===== src/rtl/wpm_pkg.sv =====
`default_nettype none

package wpm_pkg;

	// Pattern store capacity and the widths that follow from it.
	localparam int PATTERN_DEPTH = 32;
	localparam int LEN_W         = $clog2(PATTERN_DEPTH + 1);
	localparam int IDX_W         = $clog2(PATTERN_DEPTH);

	// Wildcard bytes.
	localparam logic [7:0] SYM_STAR = 8'h2A;
	localparam logic [7:0] SYM_ANY  = 8'h3F;

	// Input transaction kinds.
	typedef enum logic [1:0] {
		ACT_CLEAR  = 2'd0,
		ACT_APPEND = 2'd1,
		ACT_TEXT   = 2'd2,
		ACT_END    = 2'd3
	} action_t;

endpackage

`default_nettype wire


===== src/rtl/wildcard_pattern_matcher_top.sv =====
// Whole-string wildcard matcher ('*' matches any run, '?' any single byte).
// Input channel: in_valid / in_stall with fields action and symbol. Action
// clear empties the pattern, append adds one pattern byte, text feeds one
// text byte and end closes the text. Only an end transaction produces a
// result on the output channel (out_valid / out_stall, fields matched and
// overflow); all other transactions produce none.
// An end transaction passes through the input register and then the output
// register. Throughput is one transaction per cycle while in_stall is low;
// the set of reachable pattern positions is updated by one combinational
// stage of per-position compares plus a one-step star closure (repeated
// stars are collapsed on entry, so a closure spans at most one position).
// When the receiver stalls, the result holds in the output register and
// pattern and text transactions keep flowing; only a second end transaction
// waits in the input register, which raises in_stall.
// Reset empties the pattern, clears the overflow flag and both pipeline
// valids. A pattern byte (not a repeated star) appended to a full store is
// dropped and sets a sticky overflow flag, cleared only by clear or reset.
`default_nettype none

module wildcard_pattern_matcher_top (
	input  wire logic       clk,
	input  wire logic       arst_n,
	input  wire logic       in_valid,
	output logic            in_stall,
	input  wire logic [1:0] action,
	input  wire logic [7:0] symbol,
	output logic            out_valid,
	input  wire logic       out_stall,
	output logic            matched,
	output logic            overflow
);

	localparam int D = wpm_pkg::PATTERN_DEPTH;

	// Input register.
	logic       valid_s1;
	logic [1:0] action_s1;
	logic [7:0] symbol_s1;

	// Pattern state.
	logic [7:0]                 store_q [D];
	logic [D-1:0]               star_q;
	logic [D-1:0]               any_q;
	logic [D-1:0]               live_q;
	logic [wpm_pkg::LEN_W-1:0]  len_q;
	logic                       last_star_q;
	logic                       ovf_q;
	logic [D:0]                 reach_q;

	// Output register.
	logic out_valid_q;
	logic matched_q;
	logic overflow_q;

	logic                       out_free;
	logic                       adv_s1;
	logic                       fire_s1;
	logic [D-1:0]               hit;
	logic [D:0]                 reach_step;
	logic [D:0]                 reach_text;
	logic [D:0]                 reach_append;
	logic [D:0]                 reach_end;
	logic                       star0_new;
	logic                       sym_is_star;
	logic                       drop_star;
	logic                       store_full;
	logic [wpm_pkg::IDX_W-1:0]  wr_idx;

	// Handshake: only an end transaction needs the output slot.
	assign out_free = !out_valid_q || !out_stall;
	assign adv_s1   = (action_s1 != wpm_pkg::ACT_END) || out_free;
	assign fire_s1  = valid_s1 && adv_s1;
	assign in_stall = valid_s1 && !adv_s1;

	always_ff @(posedge clk or negedge arst_n) begin
		if (!arst_n) begin
			valid_s1 <= 1'b0;
		end else if (!in_stall) begin
			valid_s1 <= in_valid;
		end
	end

	always_ff @(posedge clk) begin
		if (in_valid && !in_stall) begin
			action_s1 <= action;
			symbol_s1 <= symbol;
		end
	end

	// Append decisions.
	assign sym_is_star = (symbol_s1 == wpm_pkg::SYM_STAR);
	assign drop_star   = sym_is_star && last_star_q;
	assign store_full  = (len_q == wpm_pkg::LEN_W'(D));
	assign wr_idx      = len_q[wpm_pkg::IDX_W-1:0];
	assign star0_new   = (len_q == '0) ? sym_is_star : star_q[0];

	// Text byte: advance every live position, then close over single stars.
	always_comb begin
		for (int p = 0; p < D; p++) begin
			hit[p] = reach_q[p] && live_q[p] && !star_q[p] &&
				(any_q[p] || (store_q[p] == symbol_s1));
		end
		reach_step = (reach_q & {1'b0, star_q}) | {hit, 1'b0};
		reach_text = reach_step | {(reach_step[D-1:0] & star_q), 1'b0};
	end

	// Restart sets: closure of position zero for the new or current pattern.
	assign reach_append = (D+1)'(1) | ((D+1)'(star0_new) << 1);
	assign reach_end    = (D+1)'(1) | ((D+1)'(star_q[0]) << 1);

	// Control and per-position flags of the pattern.
	always_ff @(posedge clk or negedge arst_n) begin
		if (!arst_n) begin
			star_q      <= '0;
			any_q       <= '0;
			live_q      <= '0;
			len_q       <= '0;
			last_star_q <= 1'b0;
			ovf_q       <= 1'b0;
			reach_q     <= (D+1)'(1);
		end else if (fire_s1) begin
			case (action_s1)
				wpm_pkg::ACT_CLEAR: begin
					star_q      <= '0;
					any_q       <= '0;
					live_q      <= '0;
					len_q       <= '0;
					last_star_q <= 1'b0;
					ovf_q       <= 1'b0;
					reach_q     <= (D+1)'(1);
				end
				wpm_pkg::ACT_APPEND: begin
					if (drop_star) begin
						// A repeated star changes nothing.
					end else if (store_full) begin
						ovf_q <= 1'b1;
					end else begin
						star_q[wr_idx] <= sym_is_star;
						any_q[wr_idx]  <= (symbol_s1 == wpm_pkg::SYM_ANY);
						live_q[wr_idx] <= 1'b1;
						len_q          <= len_q + 1'b1;
						last_star_q    <= sym_is_star;
						reach_q        <= reach_append;
					end
				end
				wpm_pkg::ACT_TEXT: begin
					reach_q <= reach_text;
				end
				default: begin
					reach_q <= reach_end;
				end
			endcase
		end
	end

	// Pattern byte store.
	always_ff @(posedge clk) begin
		if (fire_s1 && (action_s1 == wpm_pkg::ACT_APPEND) && !drop_star && !store_full) begin
			store_q[wr_idx] <= symbol_s1;
		end
	end

	// Result register.
	always_ff @(posedge clk or negedge arst_n) begin
		if (!arst_n) begin
			out_valid_q <= 1'b0;
		end else if (fire_s1 && (action_s1 == wpm_pkg::ACT_END)) begin
			out_valid_q <= 1'b1;
		end else if (!out_stall) begin
			out_valid_q <= 1'b0;
		end
	end

	always_ff @(posedge clk) begin
		if (fire_s1 && (action_s1 == wpm_pkg::ACT_END)) begin
			matched_q  <= !ovf_q && reach_q[len_q];
			overflow_q <= ovf_q;
		end
	end

	assign out_valid = out_valid_q;
	assign matched   = matched_q;
	assign overflow  = overflow_q;

endmodule

`default_nettype wire


===== config.mk =====
export PLATFORM = sky130hd
export DESIGN_NAME = wildcard_pattern_matcher_top
export DESIGN_NICKNAME = d
export VERILOG_FILES = /design/src/rtl/wpm_pkg.sv /design/src/rtl/wildcard_pattern_matcher_top.sv
export SDC_FILE = /design/constraint.sdc
export NUM_CORES = 1
export LEC_CHECK = 0
export ABC_AREA = 1
export BUFFER_PORTS_ARGS = -buffer_cell sky130_fd_sc_hd__buf_2
export CAP_MARGIN = 25
export CORE_MARGIN = 5
export CORE_UTILIZATION = 40
export CTS_CLUSTER_DIAMETER = 60
export DETAILED_ROUTE_END_ITERATION = 12
export GPL_TIMING_DRIVEN = 0
export PLACE_DENSITY_LB_ADDON = 0.12
export SKIP_LAST_GASP = 1
export SYNTH_ARGS = -nofsm -noshare
export SYNTH_HDL_FRONTEND = slang
export SYNTH_SLANG_ARGS = --single-unit
export TNS_END_PERCENT = 20

===== constraint.sdc =====
create_clock -name clk -period 2.8 [get_ports clk]
set_input_delay 0.42 -clock clk [delete_from_list [all_inputs] [get_ports clk]]
set_output_delay 0.42 -clock clk [all_outputs]
set_load 0.005 [all_outputs]

After elaboration in Yosys (flattened, before gate mapping)

Memories as Yosys holds them, arrays and structs flattened.
Index checks and enable logic that the tools add are counted.

Memories: 1
Output and inout bits: 4
Logic and storage cells: 283
Memory bits (writable): 256
Flip-flop bits (word level): 151

Memory list:

| memory  | words | bits a word | rd ports | clocked after Yosys merged registers in | wr ports | line                               | text |
|---|---|---|---|---|---|---|---|
| store_q | 32    | 8           | 32       | 0                                       | 1        | wildcard_pattern_matcher_top.sv:41 | `logic [7:0] store_q [D];` |

Magnitude comparators: 3
Equal/unequal tests: 43
Add/sub/neg operators: 1
Bitwise operators: 5
Multiplexer cells: 32
Reduce and logical (&&, ||, !) cells: 185

Operator list:

| operator              | number |
|---|---|
| $eq A8 B8 Y1          | 32 |
| $mux W32              | 6 |
| $pmux W32 S2          | 3 |
| $logic_and A1 B1 Y1   | 106 |
| $pmux W33 S3          | 1 |
| $mux W33              | 2 |
| $or A33 B33 Y33       | 2 |
| $bwmux W32            | 2 |
| $logic_not A1 Y1      | 39 |
| $logic_or A1 B1 Y1    | 34 |
| $and A33 B32 Y33      | 1 |
| $and A32 B32 Y32      | 1 |
| $or A32 B32 Y32       | 1 |
| $eq A8 B6 Y1 const B  | 2 |
| $mux W6               | 2 |
| $pmux W6 S2           | 1 |
| $mux W1               | 11 |
| $ne A2 B2 Y1 const B  | 4 |
| $reduce_and A4 Y1     | 2 |
| $lt A6 B7 Y1 const B  | 1 |
| $add A6 B1 Y6 const B | 1 |
| $bmux W1 S6           | 1 |
| $eq A6 B6 Y1 const B  | 1 |
| $logic_not A6 Y1      | 1 |
| 10 further kinds      | 12 |

Logic depth before layout (Yosys ltp)

Gate-level depths: netlist of run 1.

Depth in word-level cells: 9
Mapped depth: 14

Worst setup path before layout of run 1

OpenSTA, ideal clock, no wires.

Path kind: reg2reg
From: reg symbol_s1[7]
To: mem store_q[23][0], enable pin
Arrival time: 2.153 ns
Stages on the path, launching flop included: 11
Path buffers: 2
Library setup time: 0.370 ns
Slack: 0.277 ns
Cell sequence: edfxtp_1 buf_2 nor2_1 nand3_1 nor3_4 nand3_2 nand3_4 nor2_2 inv_1 buf_2 nor2_1

Longest elaborated chain between the ends: 7

RTL lines:

| item                             | line                                | text |
|---|---|---|
| start, declared                  | wildcard_pattern_matcher_top.sv:38  | `logic [7:0] symbol_s1;` |
| start signal, assigned           | wildcard_pattern_matcher_top.sv:86  | `symbol_s1 <= symbol;` |
| $eq A8 B6 Y1                     | wildcard_pattern_matcher_top.sv:91  | `assign sym_is_star = (symbol_s1 == wpm_pkg::SYM_STAR);` |
| $logic_and A1 B1 Y1              | wildcard_pattern_matcher_top.sv:92  | `assign drop_star = sym_is_star && last_star_q;` |
| $logic_not A1 Y1                 | wildcard_pattern_matcher_top.sv:158 | `if (fire_s1 && (action_s1 == wpm_pkg::ACT_APPEND) && !drop_star && !store_full) begin` |
| $logic_and A1 B1 Y1 (2 in a row) | wildcard_pattern_matcher_top.sv:158 |  |
| $mux W1                          | wildcard_pattern_matcher_top.sv:158 |  |
| $mux W1 (not written as such)    | wildcard_pattern_matcher_top.sv:159 | `store_q[wr_idx] <= symbol_s1;` |
| end, declared                    | wildcard_pattern_matcher_top.sv:41  |  |

No other way between the ends.

Final worst setup path of run 1

From: reg symbol_s1[2]
To: mem store_q[5][5], enable pin

The elaborated chain is that of the path after synthesis.

==> flow_metrics.env, run 1 <==
export IMPL_grt_pass1_vias=12836
export IMPL_period_minus_slack_ps=2730
export IMPL_ant_nets=0
export IMPL_die_h_um=228.6
export IMPL_maxSlewViolCount=0
export IMPL_cp_arrival_ps=3070
export IMPL_skew_ps=17.16
export IMPL_synth_fp_nets=1924
export IMPL_worst_pin_slew_ps=881.3
export IMPL_gr_total_overflow=0
export IMPL_leakage_uw=0.008502
export IMPL_drtIter0Drc=921
export IMPL_power_uw=13960
export IMPL_drive_above_1_share=0.1273
export IMPL_root_buffer="clkbuf_16"
export IMPL_grt_pass1_wl_um=77960
export IMPL_fillCellCount=4363
export IMPL_synth_cells=1906
export IMPL_wl_per_cell_um=19.18
export IMPL_dp_hpwl_um=34690
export IMPL_insertedDiodeCount=0
export IMPL_power_density_nw_per_um2=626.6
export IMPL_netlist_area_um2=19120
export IMPL_yosysMostFrequentCell="nand2_1"
export IMPL_cp_max_fo=18
export IMPL_max_stage_delay_ps=430
export IMPL_vias=12812
export IMPL_endpoint_kind="flip-flop"
export IMPL_ios=18
export IMPL_cp_num_buf_inv=6
export IMPL_synth_top_area_frac=0.4210
export IMPL_required_ps=3140
export IMPL_synth_edf_count=268
export IMPL_clk_pin_slew_ps=60
export IMPL_grt_use_met1=0.2626
export IMPL_synth_seq_area_share=0.6030
export IMPL_fin_tns_setup_ps=0
export IMPL_clockBufferDepth=3
export IMPL_drv_cap=0
export IMPL_critPathLaunchType="flip-flop"
export IMPL_worstSetupPathType="flip-flop to flip-flop"
export IMPL_routed_wl_um=50980
export IMPL_ys_warn_count=0
export IMPL_yosys_cell_types_count=39
export IMPL_grtUsageMet3=0.02870
export IMPL_hold_viol=0
export IMPL_yosys_top_cells_count="nand2_1, edfxtp_1, xnor2_1, inv_1, nor2_1"
export IMPL_drc=0
export IMPL_gp_congestion=0.8644
export IMPL_start_util=0.4021
export IMPL_synth_seq_cells=407
export IMPL_slowest_stage="edfxtp_1"
export IMPL_hold_path_class="input pin to flip-flop"
export IMPL_status="completed"
export IMPL_utilization=0.4684
export IMPL_htree_levels=2
export IMPL_fin_area_um2=22270
export IMPL_clock_sinks=407
export IMPL_dpl_cell_area_um2=20320
export IMPL_nets=2022
export IMPL_rsz0062_at_grt="true"
export IMPL_viasPerCell=4.820
export IMPL_peakVddDrop_mv=0.5698
export IMPL_portBuffers=17
export IMPL_finalSetupViolCount=0
export IMPL_cts_buffers=48
export IMPL_grt_use_total=0.1951
export IMPL_met2_usage=0.3220
export IMPL_async_flop_share=0.3415
export IMPL_grt_max_degree=79
export IMPL_yosysTopAreaCell="edfxtp_1"
export IMPL_syn_to_final_growth_pct=16.51
export IMPL_cp_cell_sequence="buf_16 -> buf_16 -> buf_2 -> or2_4 -> nor3_4 -> nand3_2 -> nand3_4 -> nor2_4 -> inv_4 -> buf_12 -> nor2_4 -> buf_12"
export IMPL_dieArea_um2=52260
export IMPL_fp_dieW_um=228.6
export IMPL_yosys_most_used_dff="edfxtp_1"
export IMPL_cp_top_family="buffers and inverters"
export IMPL_row_count=80
export IMPL_fmax_mhz=366.2
export IMPL_slew_headroom=0.4125
export IMPL_synth_area_leaders="edfxtp_1, dfrtp_1, nand2_1"
export IMPL_worstSkewPairLatency_ps=580
export IMPL_min_period_over_period=0.9752
export IMPL_cts_tree="built"
export IMPL_avgSynthCellArea_um2=10.03
export IMPL_coreArea_um2=47550
export IMPL_grt_busiest_layer="met2"
export IMPL_first_pass_iters=5
export IMPL_antenna_found_initial=0
[worst min-delay path, delay by kind of cell]
family / cells / cell delay, ps
buf+inv: 2 / 120
simple gates: 1 / 60
[report_power, final]
part / leakage (µW) / total, µW / internal [µW] / switching, µW
Sequential: 0.00434 / 6590 / 6520 / 71.8
Combinational: 0.00344 / 1450 / 458 / 992
Clock: 0.000723 / 5920 / 3430 / 2490
[cell usage in the layout, fill, tap and decap left out, types with 11 or more instances in the layout]
cell type      netlist  layout
clkinv_1             0      11
buf_16               0      12
nor3_1              17      17
nand2_1            607     607
inv_1              174     171
nor2_4               2      33
buf_2               36      49
o21ai_0             81      81
clkbuf_1            14      22
nor2_1             162     130
nand3_1             18      18
a21oi_2             30      30
a21oi_1             16      16
clkbuf_16            0      49
o21ai_2             20      20
dlygate4sd3_1        0      11
xnor2_1            245     245
o21ai_1             23      23
edfxtp_1           268     268
dfrtp_1            138     136
[metrics by stage]
stage,cells,setup slack [ps],hold WS (ps)
2_1_floorplan,1906,276.9,124.4
3_3_place_gp,2538,-1436,468.4
3_5_place_dp,2551,-1025,457.4
4_1_cts,2656,-37.08,21.75
5_1_grt,2658,-17.29,80.49
6_report,2658,69.57,56.76
[cell type report]
| cell class | count | area [µm²] | area share |
|---|---|---|---|
| Sequential cell | 407 | 11530 | 0.5177 |
| Buffer | 64 | 385.4 | 0.01730 |
| Clock buffer | 63 | 1289 | 0.05787 |
| Timing Repair Buffer | 51 | 634.4 | 0.02848 |
| Inverter | 177 | 676.9 | 0.03039 |
| Multi-Input combinational cell | 1255 | 6800 | 0.3053 |
| Tap cell | 615 | 769.5 | 0.03455 |
| Clock inverter | 26 | 186.4 | 0.008371 |
[state kept, by name, indices dropped and copies added, names as in the netlist]
register / cells
live_q: 32
last_star_q: 1
out_valid: 1
len_q: 6
valid_s1: 1
symbol_s1: 8
store_q: 256
matched: 1
reach_q: 33
action_s1: 2
star_q: 32
overflow: 1
any_q: 32
ovf_q: 1
[final timing paths]
kind	start	endpoint	slack, ps	cells after the start
setup / recovery	symbol_s1[2]$_DFFE_PP_	store_q[5][5]$_DFFE_PP_	70	12
hold / removal	in_valid	valid_s1$_DFFE_PN0N_	60	3
setup reg to reg	symbol_s1[2]$_DFFE_PP_	store_q[5][5]$_DFFE_PP_	70	12
hold reg to reg	any_q[30]$_DFFE_PN0P_	any_q[30]$_DFFE_PN0P_	480	2
max in group asynchronous	arst_n	star_q[20]$_DFFE_PN0P_	1530	3
min in group asynchronous	arst_n	live_q[4]$_DFFE_PN0P_	400	2
[timing repair]
item,in CTS,in global routing
pin swaps,0,1
hold buffers,11,0
resized for setup,70,12
gates cloned,0,0
hold endpoints to repair,71,0
buffers inserted,8,2
endpoints found under the setup margin,392,273
[cell families (layout without fill, tap and decap cells)]
group,Yosys count,in the layout,share of synthesized area
AO/OA/AOI/OAI,175,175,0.05629
adder cells (fa/ha/maj),4,4,0.002618
AND/OR/NAND/NOR,825,825,0.1692
buffers and inverters,244,381,0.05387
flip-flops,407,407,0.6030
XOR/XNOR,251,251,0.1150
[metal layers]
metal,vias to the layer above,share of wire
met5,-,0
met3,88,0.042
met4,0,0.038
li1,6278,-
met1,6183,0.45
met2,263,0.47
Power figures use the tool's default switching activity.
==> inputs of run 2 (changes only) <==
--- a/config.mk
+++ b/config.mk
@@ -15,5 +15,4 @@
 export GPL_TIMING_DRIVEN = 0
 export PLACE_DENSITY_LB_ADDON = 0.12
-export SKIP_LAST_GASP = 1
 export SYNTH_ARGS = -nofsm -noshare
 export SYNTH_HDL_FRONTEND = slang
==> constraint.sdc (replaced) <==
create_clock -name clk -period 2.8 [get_ports clk]
set_input_delay 0.42 -clock clk [delete_from_list [all_inputs] [get_ports clk]]
set_output_delay 0.42 -clock clk [all_outputs]
set_load 0.02 [all_outputs]
==> run 2 against run 1 <==
Sequential power is essentially flat. Combinational power about the same. Count of clock-buffer cells in the layout unchanged. Register-to-register slack better by 20 ps. Fmax rose by 0.64%. Critical path depth unchanged. Largest power group unchanged. Die area did not move.
==> flow_metrics.env, run 2 (synthesis gave the netlist of run 1 again) <==
export IMPL_status="completed"
export IMPL_layout_common_cells="nand2_1, edfxtp_1, xnor2_1"
export IMPL_routed_top_layer="met4"
export IMPL_period_minus_slack_ps=2713
export IMPL_worstSkewPairLatency_ps=580
export IMPL_fmax_mhz=368.6
export IMPL_hold_path_class="input pin to flip-flop"
export IMPL_regToRegStartpoint="symbol_s1[2]$_DFFE_PP_"
export IMPL_leakage_uw=0.008505
export IMPL_hold_viol=0
export IMPL_peakVddDrop_mv=0.5698
export IMPL_dpl_cell_area_um2=20320
export IMPL_start_util=0.4021
export IMPL_min_period_over_period=0.9690
export IMPL_switching_share=0.2551
export IMPL_drive_above_1_share=0.1278
export IMPL_startpoint="symbol_s1[2]$_DFFE_PP_"
export IMPL_root_buffer="clkbuf_16"
export IMPL_htree_levels=2
export IMPL_syn_to_final_growth_pct=16.53
export IMPL_critPathLaunchType="flip-flop"
export IMPL_endpoint_kind="flip-flop"
export IMPL_die_h_um=228.6
export IMPL_dp_hpwl_um=34690
export IMPL_routed_wl_um=50950
export IMPL_utilization=0.4685
export IMPL_intPower_uw=10400
export IMPL_insertedDiodeCount=0
export IMPL_grt_use_total=0.1951
export IMPL_antenna_found_initial=0
export IMPL_worst_pin_slew_ps=894.7
export IMPL_grt_pass1_vias=12836
export IMPL_combPwrFrac=0.104
export IMPL_slew_headroom=0.4036
export IMPL_clock_sinks=407
export IMPL_endpoint="store_q[5][5]$_DFFE_PP_"
export IMPL_ant_nets=0
export IMPL_clockBufferDepth=3
export IMPL_vias=12769
export IMPL_cts_tree="built"
export IMPL_p_clk_frac=0.424
export IMPL_setup_ws_ps=86.84
export IMPL_fin_area_um2=22280
export IMPL_fp_dieW_um=228.6
export IMPL_reg2reg_slack_ps=90
export IMPL_drc=0
export IMPL_largest_reg_flops=256
export IMPL_portBuffers=17
export IMPL_regMostFlops="store_q"
export IMPL_p_switching_uw=3562
export IMPL_dp_slack_ps=-1025
export IMPL_cp_arrival_ps=3050
export IMPL_reg2reg_depth=12
export IMPL_rsz0062_at_grt="true"
export IMPL_largest_registers="store_q: 256 flops, reach_q: 33 flops"
export IMPL_viasPerCell=4.804
export IMPL_drv_cap=0
export IMPL_wl_met1_um=22760
export IMPL_nets=2022
export IMPL_wl_met2_um=24120
export IMPL_grt_max_degree=79
export IMPL_grt_pass1_wl_um=77960
export IMPL_required_ps=3140
export IMPL_worstSetupPathType="flip-flop to flip-flop"
export IMPL_r2r_end="store_q[5][5]$_DFFE_PP_"
export IMPL_wl_per_cell_um=19.17
export IMPL_power_density_nw_per_um2=626.9
export IMPL_final_common_cell="nand2_1"
export IMPL_gr_total_overflow=0
export IMPL_first_pass_iters=6
export IMPL_finalSetupViolCount=0
export IMPL_skew_ps=18.33
export IMPL_hold_ws_ps=56.64
export IMPL_drtIter0Drc=918
export IMPL_gp_congestion=0.8644
export IMPL_p_seq_frac=0.472
export IMPL_ios=18
export IMPL_cp_max_fo=18
export IMPL_cts_buffers=48
export IMPL_row_count=80
export IMPL_maxSlewViolCount=0
export IMPL_coreArea_um2=47550
export IMPL_clk_pin_slew_ps=60
export IMPL_dieArea_um2=52260
export IMPL_wl_met3_um=2134
==> run 2: cell types whose count changed in the layout (fill, tap and decap cells not counted), sizes merged <==
cell,delta
buf,-1
clkbuf,+1
==> run 2: final cells by class <==
cell class                 instances  area (µm²)
clock buffer                      63        1289
clock inverter                    26       186.4
buffer                            64       389.1
multi-input combinational       1255        6800
inverter                         177       676.9
fill                            4362       25270
sequential                       407       11530
timing repair buffer              51       634.4
tap                              615       769.5
==> run 2: worst min path at each step <==
stage,start,endpoint,slack [ps],cells past startpoint
after floorplan,arst_n,any_q[0]$_DFFE_PN0P_,120,0
after global placement,any_q[30]$_DFFE_PN0P_,any_q[30]$_DFFE_PN0P_,470,2
after detailed placement,arst_n,live_q[4]$_DFFE_PN0P_,460,1
after CTS,in_valid,valid_s1$_DFFE_PN0N_,20,3
after global routing,in_valid,valid_s1$_DFFE_PN0N_,80,3
final,in_valid,valid_s1$_DFFE_PN0N_,60,3
==> run 2: timing repair <==
| action | in CTS | in global routing |
|---|---|---|
| setup endpoints to repair | 392 | 273 |
| hold buffers | 11 | 0 |
| gates resized for setup | 73 | 12 |
| pin swaps | 0 | 1 |
| endpoints found under the hold margin | 71 | 0 |
| buffers inserted | 8 | 2 |
==> run 2: metal layers <==
layer,vias to the layer above,track usage
li1,6277,-
met1,6152,0.2626
met2,254,0.3220
met3,86,0.02870
met4,0,0.07487
met5,-,0
==> run 2: critical path, stage by stage, from the launching register on <==
cell	delay, ps
edfxtp_1	430
buf_16	200
buf_16	170
clkbuf_4	210
or2_4	300
nor3_4	230
nand3_2	130
nand3_4	160
nor2_4	70
inv_4	140
buf_12	200
nor2_4	60
buf_12	140
==> run 2: through the flow <==
| step | power [µW] | setup TNS (ps) | std cells |
|---|---|---|---|
| 4_1_cts | 14110 | -1216 | 2656 |
| 2_1_floorplan | 7510 | 0 | 1906 |
| 3_3_place_gp | 8025 | -561590 | 2538 |
| 5_1_grt | 14470 | -86.18 | 2658 |
| 3_5_place_dp | 8092 | -245350 | 2551 |
| 6_report | 13960 | 0 | 2658 |
==> run 2: power by group through the flow <==
stage               combinational [µW]  sequential (µW)  clock (µW)
detailed placement                1370             6720           0
global route                      1590             6590        6290
finish                            1460             6590        5920
floorplan                          801             6710           0
global placement                  1240             6780           0
CTS                               1460             6580        6070
